[src/rtl/fpa_pkg.sv]
// Shared types and constants for the fit-policy partition allocator.
`default_nettype none
package fpa_pkg;

  // Search policy codes; the fourth code falls back to first fit.
  typedef enum logic [1:0] {
    FIT_FIRST = 2'd0,
    FIT_BEST  = 2'd1,
    FIT_WORST = 2'd2
  } fit_policy_e;

  // Input operation codes.
  typedef enum logic {
    OP_LOAD  = 1'b0,
    OP_ALLOC = 1'b1
  } op_e;

  // Configuration register indexes.
  localparam int unsigned CFG_IDX_W  = 1;
  localparam int unsigned CFG_DATA_W = 5;
  localparam logic [CFG_IDX_W-1:0] REG_FIT_POLICY    = 1'd0;
  localparam logic [CFG_IDX_W-1:0] REG_BLOCKS_IN_USE = 1'd1;

  localparam logic [4:0] BLOCKS_IN_USE_RST = 5'd16;

  // Sequencer states.
  typedef enum logic [1:0] {
    ST_IDLE,
    ST_SCAN,
    ST_DRAIN,
    ST_WRITE
  } state_e;

  // Control handed to the shared compare unit each scan cycle.
  typedef struct packed {
    logic       cand_valid;
    logic       have_pick;
    logic [1:0] policy;
  } cmp_ctrl_t;

endpackage
`default_nettype wire

[src/rtl/fpa_if.sv]
// Valid/ready channel interfaces for request and result words.
`default_nettype none
interface fpa_in_if;
  logic        valid;
  logic        ready;
  logic        operation;
  logic [3:0]  entry_index;
  logic [15:0] item_size;
  logic        last_in_batch;

  modport source (output valid, operation, entry_index, item_size, last_in_batch,
                  input ready);
  modport sink   (input valid, operation, entry_index, item_size, last_in_batch,
                  output ready);
endinterface

interface fpa_out_if;
  logic        valid;
  logic        ready;
  logic        granted;
  logic [3:0]  chosen_block;
  logic [15:0] capacity_left;
  logic        batch_end;

  modport source (output valid, granted, chosen_block, capacity_left, batch_end,
                  input ready);
  modport sink   (input valid, granted, chosen_block, capacity_left, batch_end,
                  output ready);
endinterface
`default_nettype wire

[src/rtl/fpa_cap_mem.sv]
// Free-capacity table: one write port, one registered read port.
`default_nettype none
module fpa_cap_mem #(
  parameter int unsigned DEPTH = 16,
  parameter int unsigned WIDTH = 16,
  parameter int unsigned AW    = 4
) (
  input  wire logic             clk_i,
  input  wire logic             we_i,
  input  wire logic [AW-1:0]    waddr_i,
  input  wire logic [WIDTH-1:0] wdata_i,
  input  wire logic [AW-1:0]    raddr_i,
  output logic      [WIDTH-1:0] rdata_o
);

  logic [WIDTH-1:0] mem_q [DEPTH];
  logic [WIDTH-1:0] rdata_q;

  always_ff @(posedge clk_i) begin
    if (we_i) begin
      mem_q[waddr_i] <= wdata_i;
    end
  end

  always_ff @(posedge clk_i) begin
    rdata_q <= mem_q[raddr_i];
  end

  assign rdata_o = rdata_q;

endmodule
`default_nettype wire

[src/rtl/fpa_fit_cmp.sv]
// Shared fit comparator: decides whether a candidate replaces the current pick.
`default_nettype none
module fpa_fit_cmp #(
  parameter int unsigned WIDTH = 16
) (
  input  wire fpa_pkg::cmp_ctrl_t ctrl_i,
  input  wire logic [WIDTH-1:0]   cand_i,
  input  wire logic [WIDTH-1:0]   best_i,
  input  wire logic [WIDTH-1:0]   req_i,
  output logic                    take_o
);
  import fpa_pkg::*;

  logic fits;
  logic better;

  assign fits = (cand_i >= req_i);

  always_comb begin
    case (ctrl_i.policy)
      FIT_BEST:  better = (cand_i < best_i);
      FIT_WORST: better = (cand_i > best_i);
      default:   better = 1'b0;  // first fit keeps the earliest hit
    endcase
  end

  assign take_o = ctrl_i.cand_valid && fits && (!ctrl_i.have_pick || better);

endmodule
`default_nettype wire

[src/rtl/fit_policy_partition_allocator_top.sv]
// Top level of the fit-policy partition allocator.
// Flow: a load word is written to the table as it is accepted; an allocate word scans
//   count partitions (count = blocks_in_use saturated to MAX_BLOCKS), then the write
//   state loads the result word once any held result is taken. No word is accepted
//   meanwhile; the single read port and shared comparator walk one partition per cycle.
// Reset: async active low; clears sequencer, result valid and config (first fit, 16).
// The capacity table has no reset; entries are meaningful once loaded.
`default_nettype none
module fit_policy_partition_allocator_top #(
  parameter int unsigned MAX_BLOCKS = 16,
  parameter int unsigned SIZE_BITS  = 16
) (
  input  wire logic                            clk_i,
  input  wire logic                            rst_ni,
  input  wire logic                            cfg_we_i,
  input  wire logic [fpa_pkg::CFG_IDX_W-1:0]   cfg_idx_i,
  input  wire logic [fpa_pkg::CFG_DATA_W-1:0]  cfg_wdata_i,
  fpa_in_if.sink                               in_if,
  fpa_out_if.source                            out_if
);
  import fpa_pkg::*;

  localparam int unsigned IDX_W = (MAX_BLOCKS > 1) ? $clog2(MAX_BLOCKS) : 1;
  localparam int unsigned CNT_N = $clog2(MAX_BLOCKS + 1);
  localparam int unsigned CNT_W = (CNT_N > 5) ? CNT_N : 5;
  localparam logic [CNT_W-1:0] MAX_CNT = CNT_W'(MAX_BLOCKS);

  // Configuration registers.
  logic [1:0] policy_q;
  logic [4:0] blocks_q;

  always_ff @(posedge clk_i or negedge rst_ni) begin
    if (!rst_ni) begin
      policy_q <= FIT_FIRST;
      blocks_q <= BLOCKS_IN_USE_RST;
    end else if (cfg_we_i) begin
      case (cfg_idx_i)
        REG_FIT_POLICY:    policy_q <= cfg_wdata_i[1:0];
        REG_BLOCKS_IN_USE: blocks_q <= cfg_wdata_i[4:0];
        default:           ;
      endcase
    end
  end

  // Sequencer and datapath registers.
  state_e               state_q, state_d;
  logic [IDX_W-1:0]     ptr_q, ptr_d;
  logic [IDX_W-1:0]     last_idx_q, last_idx_d;
  logic                 rd_vld_q, rd_vld_d;
  logic [IDX_W-1:0]     rd_idx_q, rd_idx_d;
  logic                 have_q, have_d;
  logic [IDX_W-1:0]     pick_q, pick_d;
  logic [SIZE_BITS-1:0] best_q, best_d;
  logic [SIZE_BITS-1:0] req_q, req_d;
  logic                 last_q, last_d;

  // Result word register.
  logic                 ov_q, ov_d;
  logic                 og_q, og_d;
  logic [3:0]           oblk_q, oblk_d;
  logic [15:0]          ocap_q, ocap_d;
  logic                 oend_q, oend_d;

  // Table port signals.
  logic                 mem_we;
  logic [IDX_W-1:0]     mem_waddr;
  logic [SIZE_BITS-1:0] mem_wdata;
  logic [SIZE_BITS-1:0] mem_rdata;

  logic                 in_acc;
  logic [CNT_W-1:0]     blocks_ext;
  logic [CNT_W-1:0]     count;
  logic [SIZE_BITS-1:0] cap_left;
  logic                 take;
  cmp_ctrl_t            cmp_ctrl;

  assign in_acc     = in_if.valid && in_if.ready;
  assign blocks_ext = CNT_W'(blocks_q);
  assign count      = (blocks_ext > MAX_CNT) ? MAX_CNT : blocks_ext;
  assign cap_left   = best_q - req_q;

  fpa_cap_mem #(
    .DEPTH (MAX_BLOCKS),
    .WIDTH (SIZE_BITS),
    .AW    (IDX_W)
  ) u_mem (
    .clk_i   (clk_i),
    .we_i    (mem_we),
    .waddr_i (mem_waddr),
    .wdata_i (mem_wdata),
    .raddr_i (ptr_q),
    .rdata_o (mem_rdata)
  );

  assign cmp_ctrl.cand_valid = rd_vld_q;
  assign cmp_ctrl.have_pick  = have_q;
  assign cmp_ctrl.policy     = policy_q;

  fpa_fit_cmp #(
    .WIDTH (SIZE_BITS)
  ) u_cmp (
    .ctrl_i (cmp_ctrl),
    .cand_i (mem_rdata),
    .best_i (best_q),
    .req_i  (req_q),
    .take_o (take)
  );

  always_ff @(posedge clk_i or negedge rst_ni) begin
    if (!rst_ni) begin
      state_q  <= ST_IDLE;
      rd_vld_q <= 1'b0;
      have_q   <= 1'b0;
      ov_q     <= 1'b0;
    end else begin
      state_q  <= state_d;
      rd_vld_q <= rd_vld_d;
      have_q   <= have_d;
      ov_q     <= ov_d;
    end
  end

  always_ff @(posedge clk_i) begin
    ptr_q      <= ptr_d;
    last_idx_q <= last_idx_d;
    rd_idx_q   <= rd_idx_d;
    pick_q     <= pick_d;
    best_q     <= best_d;
    req_q      <= req_d;
    last_q     <= last_d;
    og_q       <= og_d;
    oblk_q     <= oblk_d;
    ocap_q     <= ocap_d;
    oend_q     <= oend_d;
  end

  always_comb begin
    state_d    = state_q;
    ptr_d      = ptr_q;
    last_idx_d = last_idx_q;
    rd_vld_d   = 1'b0;
    rd_idx_d   = rd_idx_q;
    have_d     = have_q;
    pick_d     = pick_q;
    best_d     = best_q;
    req_d      = req_q;
    last_d     = last_q;
    og_d       = og_q;
    oblk_d     = oblk_q;
    ocap_d     = ocap_q;
    oend_d     = oend_q;
    ov_d       = ov_q && !out_if.ready;
    mem_we     = 1'b0;
    mem_waddr  = pick_q;
    mem_wdata  = cap_left;
    in_if.ready = 1'b0;

    // Candidate read last cycle lands in the comparator now.
    if (take) begin
      have_d = 1'b1;
      pick_d = rd_idx_q;
      best_d = mem_rdata;
    end

    case (state_q)
      ST_IDLE: begin
        in_if.ready = 1'b1;
        if (in_acc) begin
          req_d  = SIZE_BITS'(in_if.item_size);
          last_d = in_if.last_in_batch;
          have_d = 1'b0;
          ptr_d  = '0;
          if (in_if.operation == OP_LOAD) begin
            // Out-of-range indexes are dropped.
            mem_we    = (32'(in_if.entry_index) < MAX_BLOCKS);
            mem_waddr = IDX_W'(in_if.entry_index);
            mem_wdata = SIZE_BITS'(in_if.item_size);
          end else if (count == '0) begin
            state_d = ST_WRITE;
          end else begin
            last_idx_d = IDX_W'(count - CNT_W'(1));
            state_d    = ST_SCAN;
          end
        end
      end
      ST_SCAN: begin
        rd_vld_d = 1'b1;
        rd_idx_d = ptr_q;
        if (ptr_q == last_idx_q) begin
          state_d = ST_DRAIN;
        end else begin
          ptr_d = ptr_q + IDX_W'(1);
        end
      end
      ST_DRAIN: begin
        state_d = ST_WRITE;
      end
      ST_WRITE: begin
        if (!ov_q || out_if.ready) begin
          mem_we = have_q;
          ov_d   = 1'b1;
          og_d   = have_q;
          oblk_d = have_q ? 4'(pick_q) : 4'd0;
          ocap_d = have_q ? 16'(cap_left) : 16'd0;
          oend_d = last_q;
          state_d = ST_IDLE;
        end
      end
      default: begin
        state_d = ST_IDLE;
      end
    endcase
  end

  assign out_if.valid         = ov_q;
  assign out_if.granted       = og_q;
  assign out_if.chosen_block  = oblk_q;
  assign out_if.capacity_left = ocap_q;
  assign out_if.batch_end     = oend_q;

endmodule
`default_nettype wire

[src/flat_wrapper.sv]
// flat-port wrapper written by rule: the top's interface ports become plain ports
module fit_policy_partition_allocator_top_flat import fpa_pkg::*;
#(
  parameter int unsigned MAX_BLOCKS = 16,
  parameter int unsigned SIZE_BITS  = 16
)
  (clk_i, rst_ni, cfg_we_i, cfg_idx_i, cfg_wdata_i, in_if_valid, in_if_operation, in_if_entry_index, in_if_item_size, in_if_last_in_batch, in_if_ready, out_if_valid, out_if_granted, out_if_chosen_block, out_if_capacity_left, out_if_batch_end, out_if_ready);
  fpa_in_if in_if_i ();
  fpa_out_if out_if_i ();
  input  wire logic clk_i;
  input  wire logic rst_ni;
  input  wire logic cfg_we_i;
  input  wire logic [fpa_pkg::CFG_IDX_W-1:0] cfg_idx_i;
  input  wire logic [fpa_pkg::CFG_DATA_W-1:0] cfg_wdata_i;
  input wire logic [$bits(in_if_i.valid)-1:0] in_if_valid;
  input wire logic [$bits(in_if_i.operation)-1:0] in_if_operation;
  input wire logic [$bits(in_if_i.entry_index)-1:0] in_if_entry_index;
  input wire logic [$bits(in_if_i.item_size)-1:0] in_if_item_size;
  input wire logic [$bits(in_if_i.last_in_batch)-1:0] in_if_last_in_batch;
  output wire logic [$bits(in_if_i.ready)-1:0] in_if_ready;
  output wire logic [$bits(out_if_i.valid)-1:0] out_if_valid;
  output wire logic [$bits(out_if_i.granted)-1:0] out_if_granted;
  output wire logic [$bits(out_if_i.chosen_block)-1:0] out_if_chosen_block;
  output wire logic [$bits(out_if_i.capacity_left)-1:0] out_if_capacity_left;
  output wire logic [$bits(out_if_i.batch_end)-1:0] out_if_batch_end;
  input wire logic [$bits(out_if_i.ready)-1:0] out_if_ready;
  assign in_if_i.valid = in_if_valid;
  assign in_if_i.operation = in_if_operation;
  assign in_if_i.entry_index = in_if_entry_index;
  assign in_if_i.item_size = in_if_item_size;
  assign in_if_i.last_in_batch = in_if_last_in_batch;
  assign in_if_ready = in_if_i.ready;
  assign out_if_valid = out_if_i.valid;
  assign out_if_granted = out_if_i.granted;
  assign out_if_chosen_block = out_if_i.chosen_block;
  assign out_if_capacity_left = out_if_i.capacity_left;
  assign out_if_batch_end = out_if_i.batch_end;
  assign out_if_i.ready = out_if_ready;
  fit_policy_partition_allocator_top #(.MAX_BLOCKS(MAX_BLOCKS), .SIZE_BITS(SIZE_BITS)) u_core (.clk_i(clk_i), .rst_ni(rst_ni), .cfg_we_i(cfg_we_i), .cfg_idx_i(cfg_idx_i), .cfg_wdata_i(cfg_wdata_i), .in_if(in_if_i), .out_if(out_if_i));
endmodule
[config.mk]
export PLATFORM = sky130hd
export DESIGN_NAME = fit_policy_partition_allocator_top_flat
export DESIGN_NICKNAME = d
export VERILOG_FILES = /design/src/rtl/fpa_pkg.sv /design/src/rtl/fpa_if.sv /design/src/rtl/fpa_cap_mem.sv /design/src/rtl/fpa_fit_cmp.sv /design/src/rtl/fit_policy_partition_allocator_top.sv /design/src/flat_wrapper.sv
export SDC_FILE = /design/constraint.sdc
export NUM_CORES = 1
export LEC_CHECK = 0
export ABC_AREA = 1
export BUFFER_PORTS_ARGS = -buffer_cell sky130_fd_sc_hd__buf_2
export CORE_UTILIZATION = 65
export DETAILED_ROUTE_END_ITERATION = 8
export PLACE_DENSITY = 0.92
export SYNTH_ARGS = -nofsm -noshare
export SYNTH_HDL_FRONTEND = slang
export SYNTH_SLANG_ARGS = --single-unit
export TNS_END_PERCENT = 100
[constraint.sdc]
create_clock -name clk_i -period 6.2 [get_ports clk_i]
set_clock_uncertainty 0.15 [all_clocks]
set_input_delay 0.93 -clock clk_i [delete_from_list [all_inputs] [get_ports clk_i]]
set_output_delay 0.93 -clock clk_i [all_outputs]
set_load 0.01 [all_outputs]
### After elaboration in Yosys (flattened, before gate mapping)

Memories as Yosys holds them, arrays and structs flattened. A register that Yosys moved wholly into a read port is not among the register bits.
Index checks and enable logic that the tools add are counted.
W data, S select, Z words.

* add/subtract/negate cells: 3
* magnitude comparators: 4
* equality and inequality tests: 11
* muxes and demuxes: 30
* bitwise gates (word level): 2
* reduce and logical (&&, ||, !) cells: 19

Operators by type and width (count)
* $mux W16: 3
* $mux W4: 5
* $ge A16 B16 Y1: 1
* $gt A16 B16 Y1: 1
* $lt A16 B16 Y1: 1
* $sub A16 B16 Y16: 1
* $mux W1: 12
* $mux W2: 5
* $pmux W2 S4: 1
* $pmux W4 S2: 1
* $reduce_and A2 Y1: 4
* $reduce_and A4 Y1: 2
* $eq A2 B2 Y1 const B: 3
* $ne A2 B1 Y1 const B: 3
* $gt A5 B5 Y1 const B: 1
* $logic_not A5 Y1: 1
* $mux W5: 1
* $add A4 B1 Y4 const B: 1
* $eq A2 B1 Y1 const B: 2
* $eq A4 B4 Y1: 1
* $logic_and A1 B1 Y1: 4
* $ne A2 B2 Y1 const B: 2
* $pmux W1 S2: 2
* $sub A4 B1 Y4 const B: 1
* other kinds (6): 10

* flip-flop bits (word level): 83
* RAM bits: 256
* input bits: 33
* output and inout bits: 24
* memories: 1

Memory list
* u_core.u_mem.mem_q: depth 16, bits a word 16, rd ports 1, clocked after Yosys merged registers in 1, write ports 1, line fpa_cap_mem.sv:16 `logic [WIDTH-1:0] mem_q [DEPTH];`

### Logic depth before layout (Yosys ltp)

* depth in word-level cells: 7
* gate-level depth with buffers: 14
* depth with buffers taken out: 14

### Hierarchy

Synthesis repeated with hierarchy kept, for this count alone.

* cell total of the unflattened synthesis: 1672
* area total of the unflattened synthesis: 16567.1 um2

By module, submodules not included
* fpa_cap_mem: instances 1, cells each 1074, area each 11380.9 um2
* fit_policy_partition_allocator_top: instances 1, cells each 448, area each 4254.1 um2
* fpa_fit_cmp: instances 1, cells each 150, area each 932.1 um2

### Worst setup path after synthesis

No wires, ideal clock.

* path kind: in2reg
* start point: in out_if_ready
* end point: mem u_core.u_mem.mem_q[0][0] (enable)
* setup time: 388 ps
* arrival time: 3303 ps
* slack: 2359 ps
* stages: 8
* path buffers: 0
* path through: inv_1 nand2_1 inv_1 nor2_1 nand2_1 a21oi_1 nand3_1 nor2_1

* word-level cells in the longest chain between the ends: 5

RTL lines
* start: declaration: line flat_wrapper.sv:26 `input wire logic [$bits(out_if_i.ready)-1:0] out_if_ready;`
* $logic_or A1 B1 Y1: line fit_policy_partition_allocator_top.sv:199 `if (!ov_q || out_if.ready) begin`
* $mux W1: line fit_policy_partition_allocator_top.sv:199
* $pmux W1 S2: line fit_policy_partition_allocator_top.sv:165 `case (state_q)`
* $mux W1: line fpa_cap_mem.sv:20 `if (we_i) begin`
* $mux W1 (not written as such): line fpa_cap_mem.sv:21 `mem_q[waddr_i] <= wdata_i;`
* end: declaration: line fpa_cap_mem.sv:16

Every way passes these cells.

### Final worst setup path

* start point: reg u_core.state_q[0]
* end point: mem u_core.u_mem.mem_q[8][3] (enable)

* word-level cells in the longest chain between the ends: 7

RTL lines
* start: declaration: line fit_policy_partition_allocator_top.sv:46 `state_e state_q, state_d;`
* start signal: assignment: line fit_policy_partition_allocator_top.sv:116 `state_q <= state_d;`
* $logic_not A2 Y1: line fit_policy_partition_allocator_top.sv:165
* $mux W1: line fit_policy_partition_allocator_top.sv:165
* $logic_and A1 B1 Y1: line fit_policy_partition_allocator_top.sv:77 `assign in_acc = in_if.valid && in_if.ready;`
* $mux W1: line fit_policy_partition_allocator_top.sv:168 `if (in_acc) begin`
* $pmux W1 S2: line fit_policy_partition_allocator_top.sv:165
* $mux W1: line fpa_cap_mem.sv:20
* $mux W1 (not written as such): line fpa_cap_mem.sv:21

Several ways; a longest one is shown, not always the timed one.

==> impl_results.md <==
* Post-CTS Resized at 0
* Static Leakage at 6.71 nW
* Worst hold path type: in -> async
* Post-synthesis area per instance at 12.4 um2
* Initial antenna violation count at 1
* R2R Path Start: u_core.state_q[0]
* Worst setup path start: u_core.state_q[0]
* Worst-skew pair later-pin latency at 0.53 ns
* Clock root buffer master: clkbuf_16
* Drt first pass iters at 5
* Chip Height at 157 um
* GRT Total Usage at 31.0%
* Yosys reg bits at 355
* Clk slew on worst S/H paths at 0.06 ns
* Setup TNS Final at 0 ns
* First-pass GRT wire length at 55100 um
* I/O pin cnt at 57
* Crit start category: flop
* Slew HR at 11.8%
* Synth Net Count at 1339
* CP endpoint kind: flop
* Status: finished clean
* RSZ-0062 raised after global routing: false
* Pins over their slew limit at 0
* Crit path to: u_core.u_mem.mem_q[8][3]
* Vias in the first global route at 9941
* Post-synth cell types at 43
* Crit Path Class: reg -> reg
* Sequential fraction of the synthesis area at 67.1%
* Final Hold Fails at 0
* Slowest stage delay, CP at 1.08 ns
* Max Freq at 244 MHz
* CTS max path bufs at 3
* Area delta synth->final at 11.3%
* Antenna diode count at 0
* P per Cell Area at 499 nW/um2
* Port Buffers at 56
* Overflow after GRT at 0
* Max-cap violations at 0
* ANT nets after route at 0
* Worst VDD drop at 0.440 mV
* TritonCTS clock tree: done
* WL met3 at 3680 um
* Worst EP arrival at 4.09 ns
* Final wirelength at 36800 um
* Final period util at 66.1%
* H-tree depth at 2
* Via count at 10100
* Fin area at 17300 um2
* Top FF cell, synth: edfxtp_1
* Number of cell rows at 56
* Synth warn at 0
* Max Used Layer: met4
* Fin crit period at 4.10 ns
* Iteration-0 DRC Markers at 1404
* RR Endpoint: u_core.u_mem.mem_q[8][3]
* FF-to-FF path depth at 8
* Layout cells sized above 1 at 11.4%
* Worst-path cell chain: inv_1 -> ha_1 -> nand2_2 -> nor2_4 -> inv_2 -> a21oi_1 -> nand3_1 -> nor2_1
* CTS sink cnt at 355
* Routed wl met2 at 18000 um
* Core Footprint at 23500 um2
* Post-CTS Hold Buffers at 0
* Largest net degree at the start of global routing at 198
* Width of the die at 157 um
* Maximum fanout along the worst path at 33
* Worst slew pin tran at 1.32 ns
* Number of synthesized flops with an enable pin at 327
* Wire length on met1 at 13500 um
* Die ar. at 24600 um2
* GP Congestion at 0.965
* DP Area at 16100 um2
* Num CTS Buffers at 36
* Crit path max-delay cell type: nor2_1
* Critical path required time at 6.19 ns
* Drt via density at 6.11
* Final net count at 1401
* Post-Synthesis Cell Area at 15600 um2
* Dpl hpwl at 22800 um
* Post-CTS setup buffer count at 0
* Initial core utilization at 66.3%
* Number of remaining DRC errors at 0
* R2R setup slack at 2.10 ns
* Cells after synthesis at 1250
* Ys async rst share at 3.38%
* Routed wire length per instance at 22.2 um
* # setup viols final at 0
[logic make-up (layout without fill, tap and decap cells)]
logic type,count (synthesis),after routing,share of synthesized area [%]
XOR/XNOR,14,14,0.788
multiplexers,64,64,4.12
flip-flops,355,355,67.1
AND/OR/NAND/NOR,263,263,7.04
adder cells (fa/ha/maj),56,56,4.55
buffers and inverters,212,301,5.85
AO/OA/AOI/OAI,286,286,10.5
[registers in the layout, indices dropped and copies added, names as in the netlist]
name / flops
u_core.best_q: 16
u_core.blocks_ext: 5
u_core.have_q: 1
u_core.last_idx_q: 4
u_core.last_q: 1
u_core.out_if.batch_end: 1
u_core.out_if.capacity_left: 16
u_core.out_if.chosen_block: 4
u_core.out_if.granted: 1
u_core.out_if.valid: 1
u_core.pick_q: 4
u_core.policy_q: 2
u_core.ptr_q: 4
u_core.rd_idx_q: 4
u_core.rd_vld_q: 1
u_core.req_q: 16
u_core.state_q: 2
u_core.u_mem.mem_q: 256
u_core.u_mem.rdata_o: 16
[per-stage QoR]
step | worst slack [ns] | instances | power (mW) | utilization, % | hold slack (ns)
after global routing | 1.83 | 1658 | 8.97 | 73.7 | 0.134
after floorplan | 2.36 | 1250 | 5.35 | - | 0.250
after detailed placement | 1.88 | 1593 | 6.36 | 68.7 | 0.256
final | 2.10 | 1658 | 8.63 | 73.7 | 0.125
after CTS | 2.13 | 1658 | 8.54 | 73.7 | 0.120
after global placement | 2.10 | 1593 | 6.23 | 68.7 | 0.250
[Yosys cell counts, types with 5 or more instances]
cell	n	share of area (%)
nand2_1	138	3.3
xnor2_1	10	0.56
nor2_1	59	1.4
nand4_1	5	0.20
buf_2	13	0.42
buf_6	7	0.51
inv_1	158	3.8
nand3_1	48	1.5
dfxtp_1	16	2.1
edfxtp_1	327	63
dfrtp_1	11	1.8
a21oi_1	102	3.3
ha_1	55	4.4
o21ai_1	30	0.96
o211ai_1	64	3.1
mux2i_1	64	4.1
clkbuf_1	21	0.51
o21ai_0	74	2.4
o21ai_2	6	0.34
[critical path, delay by kind of cell, from the launching register on]
kind                     cells  cell delay [ns]
AND/OR/NAND/NOR              4             2.18
flip-flops                   1             0.40
AO/OA/AOI/OAI                1             0.35
buffers and inverters        2             0.34
adder cells (fa/ha/maj)      1             0.26
[cells in the final DEF, fill, tap and decap left out, types with 2 or more instances in the layout]
master and count:
nand4_1 5, clkbuf_1 8, nand3b_1 2, dfrtp_1 11
xnor2_1 10, o21ai_2 6, nand3_1 48, o21ai_0 74
inv_2 2, dfxtp_1 16, nor3_1 4, o21bai_1 4
buf_4 16, ha_1 55, o21ai_1 30, clkinv_2 5
xor2_1 4, o211ai_1 64, edfxtp_1 327, inv_1 158
nor2_1 44, a21oi_2 2, clkbuf_16 37, a21oi_1 101
buf_2 56, or2_0 3, nor2_2 15, nand2_1 138
bufinv_16 4, clkinv_1 9, mux2i_1 64
[layer usage]
| metal | track usage, % | up-vias |
|---|---|---|
| met5 | 0 | - |
| met4 | 14.8 | 0 |
| met1 | 40.4 | 4837 |
| met2 | 50.6 | 587 |
| met3 | 5.68 | 122 |
| li1 | - | 4584 |
[layout make-up]
type / count / area [um2]
clock buffer: 46 / 970
clock inverter: 19 / 220
fill: 1343 / 6160
inverter: 163 / 612
multi-input combinational: 683 / 4250
sequential: 355 / 10400
tap: 319 / 399
timing repair buffer: 73 / 420
[worst min-delay path by stage]
stage / end / from / slack [ns]
CTS: u_core.blocks_ext[1] / rst_ni / 0.12
finish: u_core.rd_vld_q / rst_ni / 0.13
global placement: u_core.pick_q[0] / u_core.rd_idx_q[0] / 0.25
global route: u_core.blocks_ext[2] / rst_ni / 0.13
detailed placement: u_core.pick_q[1] / u_core.rd_idx_q[1] / 0.26
floorplan: u_core.out_if.batch_end / u_core.last_q / 0.25
[report_power, final]
group	internal, mW	switching, mW
registers	3.28	0.161
logic	0.873	2.14
clock network	1.28	0.897
No activity file was read; power rests on OpenSTA's default activity.
